===== src/rtl/npc_pkg.sv =====
// shared types and constants for the nearest palette colour search
`timescale 1ns / 1ps

package npc_pkg;

  localparam int COLOR_W = 8;
  localparam int INDEX_W = 8;
  localparam int SQ_W    = 2 * COLOR_W;
  localparam int DIST_W  = SQ_W + 2;

  localparam logic REQ_LOAD  = 1'b0;
  localparam logic REQ_QUERY = 1'b1;

  typedef struct packed {
    logic load_color;
    logic write_entry;
    logic walk_step;
    logic take_result;
  } npc_cmd_t;

  typedef struct packed {
    logic last_addr;
    logic pipe_busy;
  } npc_status_t;

endpackage


===== src/rtl/npc_ctrl.sv =====
// controller state machine for the palette search
`timescale 1ns / 1ps

module npc_ctrl
  import npc_pkg::*;
(
  input  logic        clk,
  input  logic        rst,
  input  logic        in_valid,
  output logic        in_stall,
  input  logic        req_type,
  output logic        out_valid,
  input  logic        out_stall,
  output npc_cmd_t    cmd,
  input  npc_status_t status
);

  typedef enum logic [1:0] {
    ST_IDLE,
    ST_WALK,
    ST_DRAIN
  } state_t;

  state_t state;
  state_t state_next;
  logic   accept;
  logic   out_free;

  assign in_stall = (state != ST_IDLE);
  assign accept   = in_valid && (state == ST_IDLE);
  assign out_free = !out_valid || !out_stall;

  always_comb begin
    state_next        = state;
    cmd.load_color    = 1'b0;
    cmd.write_entry   = 1'b0;
    cmd.walk_step     = 1'b0;
    cmd.take_result   = 1'b0;
    case (state)
      ST_IDLE: begin
        if (accept) begin
          if (req_type == REQ_QUERY) begin
            cmd.load_color = 1'b1;
            state_next     = ST_WALK;
          end else begin
            cmd.write_entry = 1'b1;
          end
        end
      end
      ST_WALK: begin
        cmd.walk_step = 1'b1;
        if (status.last_addr) begin
          state_next = ST_DRAIN;
        end
      end
      ST_DRAIN: begin
        if (!status.pipe_busy && out_free) begin
          cmd.take_result = 1'b1;
          state_next      = ST_IDLE;
        end
      end
      default: begin
        state_next = ST_IDLE;
      end
    endcase
  end

  always_ff @(posedge clk) begin
    if (rst) begin
      state     <= ST_IDLE;
      out_valid <= 1'b0;
    end else begin
      state <= state_next;
      if (cmd.take_result) begin
        out_valid <= 1'b1;
      end else if (!out_stall) begin
        out_valid <= 1'b0;
      end
    end
  end

endmodule


===== config.mk =====
export PLATFORM = sky130hd
export DESIGN_NAME = npc_ctrl
export DESIGN_NICKNAME = d
export VERILOG_FILES = /design/src/rtl/npc_pkg.sv /design/src/rtl/npc_ctrl.sv
export SDC_FILE = /design/constraint.sdc
export NUM_CORES = 1
export LEC_CHECK = 0
export ABC_CLOCK_PERIOD_IN_PS = 1100
export BUFFER_PORTS_ARGS = -buffer_cell sky130_fd_sc_hd__buf_2
export CAP_MARGIN = 10
export CORE_AREA = 10 10 47 49
export CTS_CLUSTER_SIZE = 16
export DETAILED_ROUTE_END_ITERATION = 6
export DIE_AREA = 0 0 57 59
export SLEW_MARGIN = 20
export SYNTH_ARGS = -nofsm -noshare
export SYNTH_HDL_FRONTEND = slang
export SYNTH_SLANG_ARGS = --single-unit

===== constraint.sdc =====
create_clock -name clk -period 1.1 [get_ports clk]
set_input_delay 0.165 -clock clk [delete_from_list [all_inputs] [get_ports clk]]
set_output_delay 0.165 -clock clk [all_outputs]
set_load 0.01 [all_outputs]

# Yosys cells after proc, flatten, opt, wreduce, memory -nomap -nowiden
# Cells that the tools add are included.
# word_totals
register_bits	3
elab_cells	32
# classes
n_eq_ne	7
muxes	14
reduce_logical	9
# op_table
cell	count
2-bit 2-to-1 mux	6
2-bit != test, second input constant	4
1-bit 2-to-1 mux	7
2-bit case mux with 3 select lines	1
4-bit AND reduction	1
1-bit zero test	3
2-bit by 1-bit == test with 1-bit output, second input constant	1
2-bit == test, second input constant	1
1-bit logical AND	2
2-bit zero test	1
2-bit by 1-bit != test with 1-bit output, second input constant	1
2-bit nonzero test	1
1-bit logical OR	1

# Depth between registers and ports, before layout
# logic_depth
word_depth	6
mapped_depth	2

# Least setup slack after synthesis
# No wires, ideal clock.
# synth_path
path_kind	reg-to-output
from	reg state[1]
to	out cmd[0] in the netlist's numbering
arrival_time_ns	0.965
required_time_ns	0.935
setup_slack_ns	-0.030
path_stages_with_launch	3
n_path_buf	0
cell_sequence	dfxtp_1 or3b_1 a21oi_1
# synth_lines
item	line_no	rtl
from (decl)	npc_ctrl.sv:24	state_t state;
from (signal assigned)	npc_ctrl.sv:73	state <= state_next;
to (decl)	npc_ctrl.sv:14	output npc_cmd_t cmd,

==> run metrics <==
PD cells=1050 nW/um^2; CTS tree=done; Final Max Tran Viols=0; syn_area_per_cell=9.42 sq um; status=complete, but fails checks; Rel. slew slack=85.4%; Worst setup EP type=primary output; Synth area leader=dfxtp_1; post-place setup slack=-0.0638 ns; clock group share of total power=49.2%; sequential power share=29.4%; placed cell count=50; fin cells=57; switching portion of total power=24.3%; initial antenna violation count=0; async set-reset flop share out of synthesis=0%; Netlist cell types=16; Die X=57 um; ANT cells=0; H-tree depth=1; warning count from the yosys run=0; CTS Buf Count=3; ANT nets after route=0; top cells by area, synth=dfxtp_1 34%, and4bb_2 7.0%, nand4bb_1 6.3%; period utilisation layout=123%; RePlAce Congestion=0.677; global-route wire length before repair=1.02 mm; die height=59 um; P_leak=0.177 nW; register area share after synthesis=33.6%; hold_ws=0.143 ns; nets=49; most common cell in the netlist=dfxtp_1; Worst Max-Slew Pin Slew=0.216 ns; count of input and output buffers=12; crit path DAT=1.19 ns; DRT Wirelength=614 um; max_cap viols=0; #FFs+latches synth=3; Period minus WS final=1.35 ns; floorplan row count=14; Sw Pwr=0.0962 mW; Hold/Removal Path Class=in2reg; Post-route DRC=0; core area=1400 sq um; Comb power frac=21.4%; Synth Instances=19; total number of vias=223; Crit path required time=0.94 ns; worst-skew pair later-pin latency=0.23 ns; top cells by count, synth=3 x dfxtp_1, 2 x a21oi_1; Final Hold Viols=0; Vias/cell=3.91; setup violators final=5; startpoint type of the worst setup path=flop; Post-DP HPWL=475 um; largest net degree at the start of global routing=5; syn_nets=26; Longest Clk Path Bufs=2; R2R Setup Slk=0.05 ns; Starting Density=12.8%; RSZ-0062 raised after global routing=yes; fill count=171; die footprint=3360 sq um; worst-path maximum fanout=2; area share of the largest cell type after synthesis=33.6%; CTS Hold Buffers Added=0; Routed wire per std cell=10.8 um; CTS clk-pin slew, worst paths=0.04 ns; crit path kind=reg2out; Ports=13; achievable clock frequency=741 MHz; failing checks=negative setup slack; PnR worst setup slack=-0.250 ns; Post-Route Setup TNS=-0.943 ns; prevailing post-synth register cell=dfxtp_1; root buf cell=clkbuf_4; Post-synth EDFFs=0; IR drop worst, VDD=418 uV; internal power=0.300 mW; Final Skew=0.00234 ns; vias in the first global route=259; mapped cell area=179 sq um; grt total ovfl=0; drt initial violations=1; layout cell share with drive strength beyond 1=75.6%; total track usage=4.01%; Sink Count=3; area delta synth->final=112%; TritonRoute pass-1 iters=4
critical path, cell delays in order, from the launching register on:
cell and delay (ns):
dfxtp_2 0.31, buf_6 0.10, or2_1 0.24, nor3b_2 0.15, buf_2 0.15
state kept, by name, indices dropped and copies added, names as in the netlist:
signal and cells:
out_valid 1, state 2
power groups by stage:
stage          sequential [mW]  combinational [mW]  clock [mW]
6_report                 0.117              0.0850       0.195
4_1_cts                  0.116              0.0805       0.208
2_1_floorplan            0.119              0.0269           0
3_3_place_gp             0.117              0.0638           0
5_1_grt                  0.117              0.0930       0.212
3_5_place_dp             0.117              0.0645           0
metal layers:
metal  track usage (%)  part of all wire [%]
met1              3.30                    38
met2              6.98                    55
met3              1.72                   5.0
met4              4.03                   2.6
met5                 0                     0
final timing paths:
kind / from / endpoint / depth (start not counted)
worst max register to register: state[0] / state[1] / 4
worst max-delay path: state[1] / cmd[2] / 4
worst min register to register: out_valid / out_valid / 2
worst min-delay path: rst / out_valid / 2
layout make-up:
type	count	area, sq um	area share [%]
inverter	1	3.75	0.990
multi-input combinational	14	126	33.3
timing repair buffer	19	140	37.0
sequential	3	62.6	16.5
tap	16	20.0	5.28
clock buffer	4	26.3	6.93
cells in the final DEF, fill, tap and decap left out, types with 2 or more instances in the layout:
cell,n
buf_6,6
buf_4,3
clkbuf_4,3
buf_2,10
dfxtp_2,2
a21oi_2,2
metrics by stage:
step	util (%)	power (mW)	area, sq um
after floorplan	-	0.146	183
after global placement	20.4	0.180	285
after detailed placement	20.4	0.181	285
after CTS	25.5	0.405	358
after global routing	27.1	0.423	379
final	27.1	0.397	379
what timing repair did:
action | in CTS | in global routing
pin swaps | 2 | 4
gates cloned | 0 | 0
gates resized for setup | 8 | 3
buffers inserted | 2 | 1
endpoints found under the setup margin | 5 | 6
logic make-up after synthesis:
logic type	synth area share, %
AND/OR/NAND/NOR	40.6
flip-flops	33.6
buffers and inverters	6.29
AO/OA/AOI/OAI	19.6
(Power assumes the default switching activity.)
